$ cat src/rtl/dsaq_pkg.sv
// dsaq_pkg: shared types, constants and codes of the drift severity alarm qualifier
// used by every module of the block; depends on nothing
`default_nettype none

package dsaq_pkg;

    // fixed constants of the qualifier
    localparam int unsigned PERSIST_LEAK   = 2;
    localparam int unsigned HOLDOFF_FRAMES = 30;
    localparam int unsigned MOM_LIMIT      = 1024;
    localparam int unsigned SCORE_CEIL     = 2560;

    // datapath widths
    localparam int unsigned MAG_W    = 16;
    localparam int unsigned CONF_W   = 9;
    localparam int unsigned GAIN_W   = 12;
    localparam int unsigned LVL_W    = 16;
    localparam int unsigned CNT_W    = 16;
    localparam int unsigned MOM_W    = $clog2(MOM_LIMIT + 1);
    localparam int unsigned GM_W     = GAIN_W + MOM_W;
    localparam int unsigned MFAC_W   = GM_W + 1;
    localparam int unsigned P1_W     = MAG_W + CONF_W;
    localparam int unsigned PROD_W   = P1_W + MFAC_W;
    localparam int unsigned SHIFT    = 24;
    localparam int unsigned CONF_ONE = 256;
    localparam int unsigned MFAC_ONE = 65536;

    // configuration port
    localparam int unsigned CFG_IDX_W  = 3;
    localparam int unsigned CFG_DATA_W = 16;

    localparam logic [CFG_IDX_W-1:0] REG_CONF_FLOOR  = 3'd0;
    localparam logic [CFG_IDX_W-1:0] REG_MAG_FLOOR   = 3'd1;
    localparam logic [CFG_IDX_W-1:0] REG_MOM_GAIN    = 3'd2;
    localparam logic [CFG_IDX_W-1:0] REG_TRIGGER     = 3'd3;
    localparam logic [CFG_IDX_W-1:0] REG_RECOVER     = 3'd4;
    localparam logic [CFG_IDX_W-1:0] REG_ESCALATE    = 3'd5;
    localparam logic [CFG_IDX_W-1:0] REG_PERSIST_NEED = 3'd6;
    localparam logic [CFG_IDX_W-1:0] REG_RECOVER_NEED = 3'd7;

    // alert event codes
    localparam logic [1:0] EV_NONE     = 2'd0;
    localparam logic [1:0] EV_START    = 2'd1;
    localparam logic [1:0] EV_ESCALATE = 2'd2;
    localparam logic [1:0] EV_RESOLVE  = 2'd3;

    typedef struct packed {
        logic [CONF_W-1:0] confidence_floor;
        logic [MAG_W-1:0]  magnitude_floor;
        logic [GAIN_W-1:0] momentum_gain;
        logic [LVL_W-1:0]  trigger_level;
        logic [LVL_W-1:0]  recover_level;
        logic [LVL_W-1:0]  escalate_level;
        logic [CNT_W-1:0]  persist_needed;
        logic [CNT_W-1:0]  recover_needed;
    } dsaq_cfg_t;

    // one classified frame between front and back
    typedef struct packed {
        logic [LVL_W-1:0] severity;
        logic             mom_pos;
    } dsaq_item_t;

endpackage

`default_nettype wire

$ cat src/rtl/drift_severity_alarm_qualifier.sv
// drift_severity_alarm_qualifier: top level with configuration registers
// instantiates dsaq_front, dsaq_queue and dsaq_back; depends on dsaq_pkg
//
// Usage:
// Frames enter on the in_valid / in_ready channel (drift_magnitude,
// frame_confidence, drift_momentum); one result per frame leaves on the
// out_valid / out_ready channel. A transfer happens when valid and ready are
// both high at a rising edge of clk.
// The front takes a new frame only while idle (in_ready high); its states
// F_MUL1, F_MUL2 and F_SAT then form the severity score, and no new frame is
// taken until the score is handed to the queue. Scored frames wait in a
// two-entry queue; the back updates the persistence, recovery and cooldown
// state as it takes a frame and holds the result in an output register.
// While out_ready is low the result stays put, the queue fills, and then the
// front holds its finished score and drops in_ready.
// Configuration registers are written through cfg_we / cfg_index / cfg_wdata
// with no wait; the user must write them only while the block is idle, which
// the block itself does not enforce; unused data bits are ignored.
// rst_n (asynchronous, active low) empties the pipeline, returns the state
// to nominal with all counters at zero and reloads the register defaults.
`default_nettype none

module drift_severity_alarm_qualifier (
    input  wire logic                              clk,
    input  wire logic                              rst_n,
    input  wire logic                              cfg_we,
    input  wire logic [dsaq_pkg::CFG_IDX_W-1:0]    cfg_index,
    input  wire logic [dsaq_pkg::CFG_DATA_W-1:0]   cfg_wdata,
    input  wire logic                              in_valid,
    output logic                                   in_ready,
    input  wire logic [dsaq_pkg::MAG_W-1:0]        drift_magnitude,
    input  wire logic [dsaq_pkg::CONF_W-1:0]       frame_confidence,
    input  wire logic signed [15:0]                drift_momentum,
    output logic                                   out_valid,
    input  wire logic                              out_ready,
    output logic                                   alarm_state,
    output logic [1:0]                             alert_event,
    output logic [dsaq_pkg::LVL_W-1:0]             severity_score,
    output logic [dsaq_pkg::CNT_W-1:0]             persist_count,
    output logic [dsaq_pkg::CNT_W-1:0]             recover_count
);
    import dsaq_pkg::*;

    dsaq_cfg_t  cfg_reg;
    logic       push_valid, push_ready, pop_valid, pop_ready;
    dsaq_item_t push_item, pop_item;

    always_ff @(posedge clk or negedge rst_n)
    begin
        if (!rst_n)
        begin
            cfg_reg.confidence_floor <= CONF_W'(128);
            cfg_reg.magnitude_floor  <= MAG_W'(256);
            cfg_reg.momentum_gain    <= GAIN_W'(256);
            cfg_reg.trigger_level    <= LVL_W'(512);
            cfg_reg.recover_level    <= LVL_W'(256);
            cfg_reg.escalate_level   <= LVL_W'(1024);
            cfg_reg.persist_needed   <= CNT_W'(5);
            cfg_reg.recover_needed   <= CNT_W'(10);
        end
        else if (cfg_we)
        begin
            unique case (cfg_index)
                REG_CONF_FLOOR:   cfg_reg.confidence_floor <= cfg_wdata[CONF_W-1:0];
                REG_MAG_FLOOR:    cfg_reg.magnitude_floor  <= cfg_wdata[MAG_W-1:0];
                REG_MOM_GAIN:     cfg_reg.momentum_gain    <= cfg_wdata[GAIN_W-1:0];
                REG_TRIGGER:      cfg_reg.trigger_level    <= cfg_wdata[LVL_W-1:0];
                REG_RECOVER:      cfg_reg.recover_level    <= cfg_wdata[LVL_W-1:0];
                REG_ESCALATE:     cfg_reg.escalate_level   <= cfg_wdata[LVL_W-1:0];
                REG_PERSIST_NEED: cfg_reg.persist_needed   <= cfg_wdata[CNT_W-1:0];
                REG_RECOVER_NEED: cfg_reg.recover_needed   <= cfg_wdata[CNT_W-1:0];
            endcase
        end
    end

    dsaq_front u_front (
        .clk              (clk),
        .rst_n            (rst_n),
        .cfg              (cfg_reg),
        .in_valid         (in_valid),
        .in_ready         (in_ready),
        .drift_magnitude  (drift_magnitude),
        .frame_confidence (frame_confidence),
        .drift_momentum   (drift_momentum),
        .push_valid       (push_valid),
        .push_ready       (push_ready),
        .push_item        (push_item)
    );

    dsaq_queue u_queue (
        .clk        (clk),
        .rst_n      (rst_n),
        .push_valid (push_valid),
        .push_ready (push_ready),
        .push_item  (push_item),
        .pop_valid  (pop_valid),
        .pop_ready  (pop_ready),
        .pop_item   (pop_item)
    );

    dsaq_back u_back (
        .clk             (clk),
        .rst_n           (rst_n),
        .cfg             (cfg_reg),
        .pop_valid       (pop_valid),
        .pop_ready       (pop_ready),
        .pop_item        (pop_item),
        .out_valid       (out_valid),
        .out_ready       (out_ready),
        .alarm_state     (alarm_state),
        .alert_event     (alert_event),
        .severity_score  (severity_score),
        .persist_count   (persist_count),
        .recover_count   (recover_count)
    );

endmodule

`default_nettype wire

$ cat src/rtl/dsaq_front.sv
// dsaq_front: accepts frames and forms the saturated severity score
// over a short multiply sequence; depends on dsaq_pkg
`default_nettype none

module dsaq_front (
    input  wire logic                         clk,
    input  wire logic                         rst_n,
    input  wire dsaq_pkg::dsaq_cfg_t          cfg,
    input  wire logic                         in_valid,
    output logic                              in_ready,
    input  wire logic [dsaq_pkg::MAG_W-1:0]   drift_magnitude,
    input  wire logic [dsaq_pkg::CONF_W-1:0]  frame_confidence,
    input  wire logic signed [15:0]           drift_momentum,
    output logic                              push_valid,
    input  wire logic                         push_ready,
    output dsaq_pkg::dsaq_item_t              push_item
);
    import dsaq_pkg::*;

    localparam logic [1:0] F_IDLE = 2'd0;
    localparam logic [1:0] F_MUL1 = 2'd1;
    localparam logic [1:0] F_MUL2 = 2'd2;
    localparam logic [1:0] F_SAT  = 2'd3;

    logic [1:0]        state_reg, state_next;
    logic [MAG_W-1:0]  mag_reg;
    logic [CONF_W-1:0] conf_reg;
    logic [15:0]       mom_reg;
    logic [P1_W-1:0]   p1_reg;
    logic [GM_W-1:0]   gm_reg;
    logic [PROD_W-1:0] prod_reg;
    logic              zero_reg;
    logic              mom_pos_reg;

    logic [MAG_W-1:0]  active;
    logic [CONF_W-1:0] conf_c;
    logic [MOM_W-1:0]  mom_c;
    logic              mom_pos;
    logic              zero;
    logic [MFAC_W-1:0] mfac;
    logic [PROD_W-SHIFT-1:0] prod_hi;

    assign in_ready = (state_reg == F_IDLE);

    always_comb
    begin
        active  = mag_reg - cfg.magnitude_floor;
        conf_c  = (conf_reg > CONF_W'(CONF_ONE)) ? CONF_W'(CONF_ONE) : conf_reg;
        mom_pos = !mom_reg[15] && (mom_reg != 16'd0);
        if (!mom_pos)
            mom_c = '0;
        else if (mom_reg > 16'(MOM_LIMIT))
            mom_c = MOM_W'(MOM_LIMIT);
        else
            mom_c = mom_reg[MOM_W-1:0];
        zero    = (conf_reg < cfg.confidence_floor) || (mag_reg <= cfg.magnitude_floor);
        mfac    = MFAC_W'(MFAC_ONE) + MFAC_W'(gm_reg);
        prod_hi = prod_reg[PROD_W-1:SHIFT];
    end

    always_comb
    begin
        state_next = state_reg;
        unique case (state_reg)
            F_IDLE: if (in_valid) state_next = F_MUL1;
            F_MUL1: state_next = F_MUL2;
            F_MUL2: state_next = F_SAT;
            F_SAT:  if (push_ready) state_next = F_IDLE;
        endcase
    end

    always_ff @(posedge clk or negedge rst_n)
    begin
        if (!rst_n)
            state_reg <= F_IDLE;
        else
            state_reg <= state_next;
    end

    always_ff @(posedge clk)
    begin
        if (in_valid && in_ready)
        begin
            mag_reg  <= drift_magnitude;
            conf_reg <= frame_confidence;
            mom_reg  <= drift_momentum;
        end
        if (state_reg == F_MUL1)
        begin
            p1_reg      <= P1_W'(active) * P1_W'(conf_c);
            gm_reg      <= GM_W'(cfg.momentum_gain) * GM_W'(mom_c);
            zero_reg    <= zero;
            mom_pos_reg <= mom_pos;
        end
        if (state_reg == F_MUL2)
            prod_reg <= PROD_W'(p1_reg) * PROD_W'(mfac);
    end

    assign push_valid         = (state_reg == F_SAT);
    assign push_item.mom_pos  = mom_pos_reg;
    assign push_item.severity = zero_reg ? '0 :
                                (prod_hi > (PROD_W-SHIFT)'(SCORE_CEIL)) ?
                                LVL_W'(SCORE_CEIL) : prod_hi[LVL_W-1:0];

endmodule

`default_nettype wire

$ cat src/rtl/dsaq_queue.sv
// dsaq_queue: two-entry queue of classified frames between front and back
// depends on dsaq_pkg
`default_nettype none

module dsaq_queue (
    input  wire logic                 clk,
    input  wire logic                 rst_n,
    input  wire logic                 push_valid,
    output logic                      push_ready,
    input  wire dsaq_pkg::dsaq_item_t push_item,
    output logic                      pop_valid,
    input  wire logic                 pop_ready,
    output dsaq_pkg::dsaq_item_t      pop_item
);
    import dsaq_pkg::*;

    dsaq_item_t  slot_reg [2];
    logic [1:0]  count_reg, count_next;
    logic        wr_ptr_reg, rd_ptr_reg;
    logic        do_push, do_pop;

    assign push_ready = (count_reg != 2'd2);
    assign pop_valid  = (count_reg != 2'd0);
    assign pop_item   = slot_reg[rd_ptr_reg];
    assign do_push    = push_valid && push_ready;
    assign do_pop     = pop_valid && pop_ready;

    always_comb
    begin
        count_next = count_reg;
        if (do_push && !do_pop)
            count_next = count_reg + 2'd1;
        else if (do_pop && !do_push)
            count_next = count_reg - 2'd1;
    end

    always_ff @(posedge clk or negedge rst_n)
    begin
        if (!rst_n)
        begin
            count_reg  <= 2'd0;
            wr_ptr_reg <= 1'b0;
            rd_ptr_reg <= 1'b0;
        end
        else
        begin
            count_reg <= count_next;
            if (do_push)
                wr_ptr_reg <= !wr_ptr_reg;
            if (do_pop)
                rd_ptr_reg <= !rd_ptr_reg;
        end
    end

    always_ff @(posedge clk)
    begin
        if (do_push)
            slot_reg[wr_ptr_reg] <= push_item;
    end

endmodule

`default_nettype wire

$ cat src/rtl/dsaq_back.sv
// dsaq_back: persistence / recovery state machine with cooldown and result register
// depends on dsaq_pkg
`default_nettype none

module dsaq_back (
    input  wire logic                         clk,
    input  wire logic                         rst_n,
    input  wire dsaq_pkg::dsaq_cfg_t          cfg,
    input  wire logic                         pop_valid,
    output logic                              pop_ready,
    input  wire dsaq_pkg::dsaq_item_t         pop_item,
    output logic                              out_valid,
    input  wire logic                         out_ready,
    output logic                              alarm_state,
    output logic [1:0]                        alert_event,
    output logic [dsaq_pkg::LVL_W-1:0]        severity_score,
    output logic [dsaq_pkg::CNT_W-1:0]        persist_count,
    output logic [dsaq_pkg::CNT_W-1:0]        recover_count
);
    import dsaq_pkg::*;

    localparam logic [CNT_W-1:0] CNT_MAX = '1;

    logic             confirmed_reg, confirmed_next;
    logic [CNT_W-1:0] persist_reg, persist_next;
    logic [CNT_W-1:0] recover_reg, recover_next;
    logic [CNT_W-1:0] cooldown_reg, cooldown_next;
    logic [1:0]       event_next;
    logic             out_valid_reg;
    logic [1:0]       event_reg;
    logic [LVL_W-1:0] severity_reg;
    logic             take;

    assign pop_ready = !out_valid_reg || out_ready;
    assign take      = pop_valid && pop_ready;

    always_comb
    begin
        confirmed_next = confirmed_reg;
        persist_next   = persist_reg;
        recover_next   = recover_reg;
        event_next     = EV_NONE;
        cooldown_next  = (cooldown_reg != '0) ? cooldown_reg - CNT_W'(1) : cooldown_reg;
        if (!confirmed_reg)
        begin
            if (pop_item.severity >= cfg.trigger_level)
            begin
                if (persist_reg != CNT_MAX)
                    persist_next = persist_reg + CNT_W'(1);
                if (persist_next >= cfg.persist_needed)
                begin
                    confirmed_next = 1'b1;
                    recover_next   = '0;
                    if (cooldown_next == '0)
                    begin
                        event_next    = EV_START;
                        cooldown_next = CNT_W'(HOLDOFF_FRAMES);
                    end
                end
            end
            else
            begin
                persist_next = (persist_reg > CNT_W'(PERSIST_LEAK)) ?
                               persist_reg - CNT_W'(PERSIST_LEAK) : '0;
            end
        end
        else
        begin
            if ((pop_item.severity >= cfg.escalate_level) && (cooldown_next == '0))
            begin
                event_next    = EV_ESCALATE;
                cooldown_next = CNT_W'(HOLDOFF_FRAMES);
            end
            if ((pop_item.severity < cfg.recover_level) && !pop_item.mom_pos)
            begin
                if (recover_reg != CNT_MAX)
                    recover_next = recover_reg + CNT_W'(1);
                if (recover_next >= cfg.recover_needed)
                begin
                    confirmed_next = 1'b0;
                    persist_next   = '0;
                    recover_next   = '0;
                    event_next     = EV_RESOLVE;
                    cooldown_next  = CNT_W'(HOLDOFF_FRAMES);
                end
            end
            else
            begin
                recover_next = '0;
            end
        end
    end

    always_ff @(posedge clk or negedge rst_n)
    begin
        if (!rst_n)
        begin
            confirmed_reg <= 1'b0;
            persist_reg   <= '0;
            recover_reg   <= '0;
            cooldown_reg  <= '0;
            out_valid_reg <= 1'b0;
        end
        else
        begin
            if (take)
            begin
                confirmed_reg <= confirmed_next;
                persist_reg   <= persist_next;
                recover_reg   <= recover_next;
                cooldown_reg  <= cooldown_next;
                out_valid_reg <= 1'b1;
            end
            else if (out_ready)
            begin
                out_valid_reg <= 1'b0;
            end
        end
    end

    always_ff @(posedge clk)
    begin
        if (take)
        begin
            event_reg    <= event_next;
            severity_reg <= pop_item.severity;
        end
    end

    // the state counters double as the result fields
    assign out_valid       = out_valid_reg;
    assign alarm_state     = confirmed_reg;
    assign alert_event     = event_reg;
    assign severity_score  = severity_reg;
    assign persist_count   = persist_reg;
    assign recover_count   = recover_reg;

endmodule

`default_nettype wire

$ cat config.mk
export PLATFORM = sky130hd
export DESIGN_NAME = drift_severity_alarm_qualifier
export DESIGN_NICKNAME = d
export VERILOG_FILES = /design/src/rtl/dsaq_pkg.sv /design/src/rtl/drift_severity_alarm_qualifier.sv /design/src/rtl/dsaq_front.sv /design/src/rtl/dsaq_queue.sv /design/src/rtl/dsaq_back.sv
export SDC_FILE = /design/constraint.sdc
export NUM_CORES = 2
export LEC_CHECK = 0
export ABC_CLOCK_PERIOD_IN_PS = 7100
export BUFFER_PORTS_ARGS = -buffer_cell sky130_fd_sc_hd__clkbuf_2
export CORE_MARGIN = 2
export CORE_UTILIZATION = 50
export DETAILED_ROUTE_END_ITERATION = 8
export GPL_TIMING_DRIVEN = 0
export MAX_ROUTING_LAYER = met4
export PLACE_DENSITY = 0.69
export SYNTH_ARGS = -nofsm -noshare
export SYNTH_HDL_FRONTEND = slang
export SYNTH_SLANG_ARGS = --single-unit
$ cat constraint.sdc
create_clock -name clk -period 7.1 [get_ports clk]
set_input_delay 2.13 -clock clk [delete_from_list [all_inputs] [get_ports clk]]
set_output_delay 2.13 -clock clk [all_outputs]
set_load 0.02 [all_outputs]
After elaboration in Yosys (flattened, before gate mapping)
Memory sizes are Yosys's and may differ from the RTL's.
Cells that the tools add are included.
- add/subtract/negate cells: 8
- multiply operators: 3
- $lt $le $gt $ge: 11
- eq/ne operators: 17
- muxes and demuxes: 50
- reductions and logical operators: 38
- operator list (operator ; number):
    16-bit 2-to-1 mux ; 26
    16-bit >= comparator ; 4
    25-bit by 24-bit multiplier with 49-bit output ; 1
    16-bit by 1-bit adder with 16-bit output, second input constant ; 2
    16-bit inequality test, second input constant ; 2
    16-bit nonzero test ; 2
    25-bit by 12-bit > comparator with 1-bit output, second input constant ; 1
    16-bit by 9-bit multiplier with 25-bit output ; 1
    17-bit by 23-bit adder with 24-bit output, first input constant ; 1
    12-bit by 11-bit multiplier with 23-bit output ; 1
    11-bit 2-to-1 mux ; 2
    2-bit 2-to-1 mux ; 10
    2-bit AND reduction ; 9
    16-bit by 11-bit > comparator with 1-bit output, second input constant ; 1
    16-bit by 2-bit > comparator with 1-bit output, second input constant ; 1
    16-bit <= comparator ; 1
    16-bit zero test ; 1
    16-bit less-than comparator ; 1
    16-bit by 1-bit subtractor with 16-bit output, second input constant ; 1
    16-bit subtractor ; 1
    16-bit by 2-bit subtractor with 16-bit output, second input constant ; 1
    3-bit == test, second input constant ; 4
    1-bit 2-to-1 mux ; 10
    2-bit inequality test, second input constant ; 5
    other kinds (17) ; 38
- flip-flop bits (word level): 331
- RAM bits: 34
- output and inout bits: 53
- logic and storage cells: 155
- memories: 1
- memory list (memory ; words ; bits a word ; rd ports ; clocked after Yosys merged registers in ; write ports ; line ; source):
    u_queue.slot_reg ; 2 ; 17 ; 1 ; 0 ; 1 ; dsaq_queue.sv:17 ; dsaq_item_t slot_reg [2];

Logic depth before layout (Yosys ltp)
An unclocked memory read counts as a cell.
- depth in word-level cells: 9
- gate-level depth with buffers: 32
- mapped depth without buffers: 32

Hierarchy
From an unflattened synthesis, not the netlist that was laid out.
- cells, all modules: 4587
- area total of the unflattened synthesis: 44642.8 um^2
- modules (own cells, without submodules) (module ; instances ; cells each ; area an instance (um^2) ; seq. area each (um^2)):
    dsaq_front ; 1 ; 3524 ; 32501.2 ; 3533.4
    dsaq_back ; 1 ; 737 ; 6182.2 ; 1791.7
    drift_severity_alarm_qualifier ; 1 ; 255 ; 4485.6 ; 2940.3
    dsaq_queue ; 1 ; 71 ; 1473.9 ; 1121.1

Least setup slack after synthesis
OpenSTA, ideal clock, no wires.
- kind: register to register
- from: register u_front.gm_reg[16]
- to: register u_front.prod_reg[48], data pin
- library setup time: 0.266 ns
- arrival time: 7.401 ns
- required time: 6.834 ns
- slack: -0.567 ns
- cell stages (with the launch flop): 28
- path buffers: 2
- period minus slack after synthesis: 7.667 ns
- cells stage by stage: edfxtp_1 > ha_1 > clkbuf_1 > clkbuf_1 > nand2_1 > fa_1 > inv_1 > fa_1 > inv_1 > fa_1 > inv_1 > fa_1 > fa_1 > inv_1 > fa_1 > inv_1 > fa_1 > ha_1 > a211oi_1 > nand2_1 > or4_1 > a221o_1 > o31a_1 > a21o_1 > a31oi_4 > o21ai_1 > o41ai_1 > xnor2_1
- word-level cells in the longest chain between the ends: 2
- ends and longest elaborated chain (what ; line ; source):
    start: declaration ; dsaq_front.sv:30 ; logic [GM_W-1:0] gm_reg;
    start signal: assignment ; dsaq_front.sv:91 ; gm_reg <= GM_W'(cfg.momentum_gain) * GM_W'(mom_c);
    17-bit by 23-bit adder with 24-bit output ; dsaq_front.sv:57 ; mfac = MFAC_W'(MFAC_ONE) + MFAC_W'(gm_reg);
    25-bit by 24-bit multiplier with 49-bit output ; dsaq_front.sv:96 ; prod_reg <= PROD_W'(p1_reg) * PROD_W'(mfac);
    end signal: assignment ; dsaq_front.sv:96 ;
    end: declaration ; dsaq_front.sv:31 ; logic [PROD_W-1:0] prod_reg;
No other way between the ends.
A chain may end at the register's enable or synchronous reset.

Worst setup path after layout
- from: register u_front.p1_reg[20]
- to: register u_front.prod_reg[42], data pin
- word-level cells in the longest chain between the ends: 1
- ends and longest elaborated chain (what ; line ; source):
    start: declaration ; dsaq_front.sv:29 ; logic [P1_W-1:0] p1_reg;
    start signal: assignment ; dsaq_front.sv:90 ; p1_reg <= P1_W'(active) * P1_W'(conf_c);
    25-bit by 24-bit multiplier with 49-bit output ; dsaq_front.sv:96 ;
No other way between the ends.

==> flow_summary.json <==
{
  "run_status": "finished with violations",
  "violations_in_the_final_reports": "setup timing",
  "synth_cell_types": 83,
  "detailed_place_hpwl_microns": 95620,
  "wire_per_inst_microns": 20.28,
  "final_nets": 6017,
  "numPlacedInstances": 5868,
  "dieArea_sq_um": 90170,
  "clock_tree_from_tritoncts": "done",
  "netlist_area_pre_place_sq_um": 43890,
  "worst_hold_startpoint": "cfg_reg[23]",
  "critical_path.slowest_cell": "clkbuf_1",
  "numCtsBuffers": 39,
  "post_synth_and_or_nand_nor_area_fraction_pct": 15.36,
  "synth_enable_flop_cells": 168,
  "route.vias.total": 33089,
  "post-synth-top-area-cell": "fa_1",
  "report.final.hold_viol_count": 0,
  "path_max_fanout": 10,
  "root_buffer": "clkbuf_16",
  "area_growth_pct": 12.96,
  "finalClockSkew_ps": 35.45,
  "synth.yosys.seq_area_share_pct": 21.39,
  "cts.clk_slew.worst_paths_ps": 60,
  "met3_wirelength_microns": 10850,
  "worst_setup_ep_type": "flop",
  "top_level_ports": 118,
  "crit-reg2reg-capture": "u_front.prod_reg[42]",
  "numClockSinks": 341,
  "initial_core_util_pct": 50.51,
  "synthAdderAreaFrac_pct": 42.74,
  "setup_violations": 19,
  "coreArea_sq_um": 86890,
  "period_minus_slack_ps": 7934,
  "number_of_iterations_in_the_first_detailed_routing_pass": 5,
  "via_per_inst": 5.464,
  "syn_inst": 4590,
  "synth.avg_cell_area_sq_um": 9.562,
  "die_h_microns": 300.3,
  "multi_input_gate_area_sq_um": 31150,
  "fillerInstances": 7573,
  "first_global_vias": 34109,
  "timing.max_cap.violations": 0,
  "critPathKind": "reg2reg",
  "yosys_most_used_dff": "edfxtp_1",
  "worst-path-buf-inv": 9,
  "cp_top_family": "adder cells",
  "combinational_family_with_the_most_area_after_synthesis": "adder cells",
  "wirelength_met1_microns": 50210,
  "cp.required_ps": 7390,
  "timing.critical_path.slowest_cell_delay_ps": 560,
  "portBuffers": 113,
  "totalNegativeSetupSlack_ps": -11030,
  "max_slew.worst_pin.slew_ps": 1226,
  "drv_slew": 0,
  "timing.hold.worst_endpoint": "cfg_reg[23]",
  "gr-total-overflow": 0,
  "cts.htree.levels": 2,
  "largest_register_ff_count": 117,
  "timing.slew.headroom_pct": 18.24,
  "register_area_sq_um": 9388,
  "grt_usage_pct": 28.62,
  "grt_pass1_wl_microns": 193100,
  "drt-initial-drc-count": 2405,
  "detail-route-antenna-nets": 0,
  "async_reset_ff_share_pct": 50.73,
  "crit_path_frequent_cell": "fa_1",
  "wl_met2_microns": 56110,
  "synth_largest_type_area_fraction_pct": 31.56,
  "timing.final.ws_setup_ps": -833.6,
  "die_w_microns": 300.3,
  "grt_start_max_net_pins": 89,
  "synth_top_cells_by_area": "fa_1 32%, edfxtp_1 11%, ha_1 11%",
  "ff2ff_setup_slack_ps": -830,
  "min_period_over_period_pct": 111.7,
  "synth.mux.area_fraction_pct": 2.742,
  "ctsLongestPathBuffers": 3,
  "post-route-drc-count": 0,
  "regToRegStartpoint": "u_front.p1_reg[20]",
  "core.rowCount": 108,
  "clock_insertion_delay_worst_skew_ps": 580,
  "achievable-frequency_mhz": 126.0,
  "maxUsedRoutingLayer": "met4",
  "layout-drive-gt1-share_pct": 13.49,
  "place.gp.congestion": 0.9946,
  "rr_worst_depth": 28,
  "hold_path_depth": 1,
  "drt_wl_total_microns": 122800,
  "grt_antenna_before_repair": 1,
  "ys_warn_count": 0,
  "cp.arrival_ps": 8220,
  "share_of_the_core_filled_with_cells_in_the_final_layout_pct": 57.06,
  "worstSetupStartpointType": "flop",
  "synth-xor-area-share_pct": 2.215,
  "whs_ps": 502.3,
  "ffs_latches_synth": 341,
  "post_layout_nonfiller_instances": 6056,
  "hold_class": "reg2reg",
  "grt_setup_unrepaired": "yes",
  "synth_compound_area_share_pct": 5.935
}
area by class of cell:
cell class	instances	area share [%]
Multi-Input combinational cell	3136	62.83
Sequential cell	341	18.94
Inverter	920	6.966
Timing Repair Buffer	243	3.485
Tap cell	1155	2.915
Clock buffer	56	2.218
Buffer	187	2.218
Clock inverter	16	0.4240
Antenna cell	2	0.01010
Yosys cell counts, types with 5 or more instances:
cell and n:
nand4_1 23, clkbuf_1 193, fa_1 692, or2_2 8, dfstp_2 10, a2111oi_0 5
nor2b_1 37, o21ai_1 5, a211o_1 8, and2_1 243, o21ai_0 118, o31ai_1 14
and3_1 68, nand2b_1 51, a22o_1 6, ha_1 392, mux2_2 98, or4_1 5
nor3_1 42, a211oi_1 16, nor3b_1 5, nand3_1 57, nor4_1 16, mux2i_1 10
or3_1 18, a31oi_1 12, nor2_1 133, o22ai_1 9, dfrtp_1 163, o41ai_1 6
o211ai_1 14, xor2_1 33, edfxtp_1 168, o21bai_1 10, xnor2_1 78, nand2_1 693
a21oi_1 93, o21a_1 14, a21o_1 44, inv_1 919
cell usage in the layout, fill, tap and decap left out, drive strengths merged, types with 68 or more instances in the layout:
cell      n
dfrtp   163
inv     921
o21ai   123
fa      692
ha      392
buf     156
nor2    134
and2    243
xnor2    78
mux2     98
a21oi    93
edfxtp  168
clkbuf  330
and3     68
nand2   694
layer usage:
layer	vias up	track usage, %
met5	-	-
met4	0	10.33
met3	279	6.019
met2	1346	44.01
met1	16596	37.55
li1	14868	-
cells by family (layout without fill, tap and decap cells):
logic type	after synthesis	in the layout
simple gates	1416	1416
fa+ha+maj	1084	1084
mux	108	108
compound gates	409	409
xor+xnor	111	111
buf+inv	1120	1422
other cells	1	10
flops	341	341
metrics by stage:
stage / area [sq um] / setup WS (ps)
after floorplan: 43980 / -149.4
after global placement: 45990 / -2834
after detailed placement: 46070 / -2941
after CTS: 48800 / -698.5
after global routing: 49570 / -962.0
final: 49580 / -833.6
worst max path at each step:
stage	from	end	slack, ps	depth (start not counted)
global placement	u_front.gm_reg[16]	u_front.prod_reg[47]	-2830	28
finish	u_front.p1_reg[20]	u_front.prod_reg[42]	-830	28
CTS	u_front.gm_reg[16]	u_front.prod_reg[42]	-700	29
floorplan	u_front.gm_reg[16]	u_front.prod_reg[48]	-150	27
global route	u_front.p1_reg[20]	u_front.prod_reg[46]	-960	27
detailed placement	u_front.gm_reg[16]	u_front.prod_reg[47]	-2940	28
what timing repair did:
item | 4_1_cts | 5_1_grt
pin swaps | 37 | 39
resized for setup | 208 | 169
endpoints found under the setup margin | 35 | 40
hold buffers | 0 | 0
setup buffers | 84 | 46
Power is not shown: default switching activity piles up to over one toggle a cycle in this logic, so the estimate is an artifact.
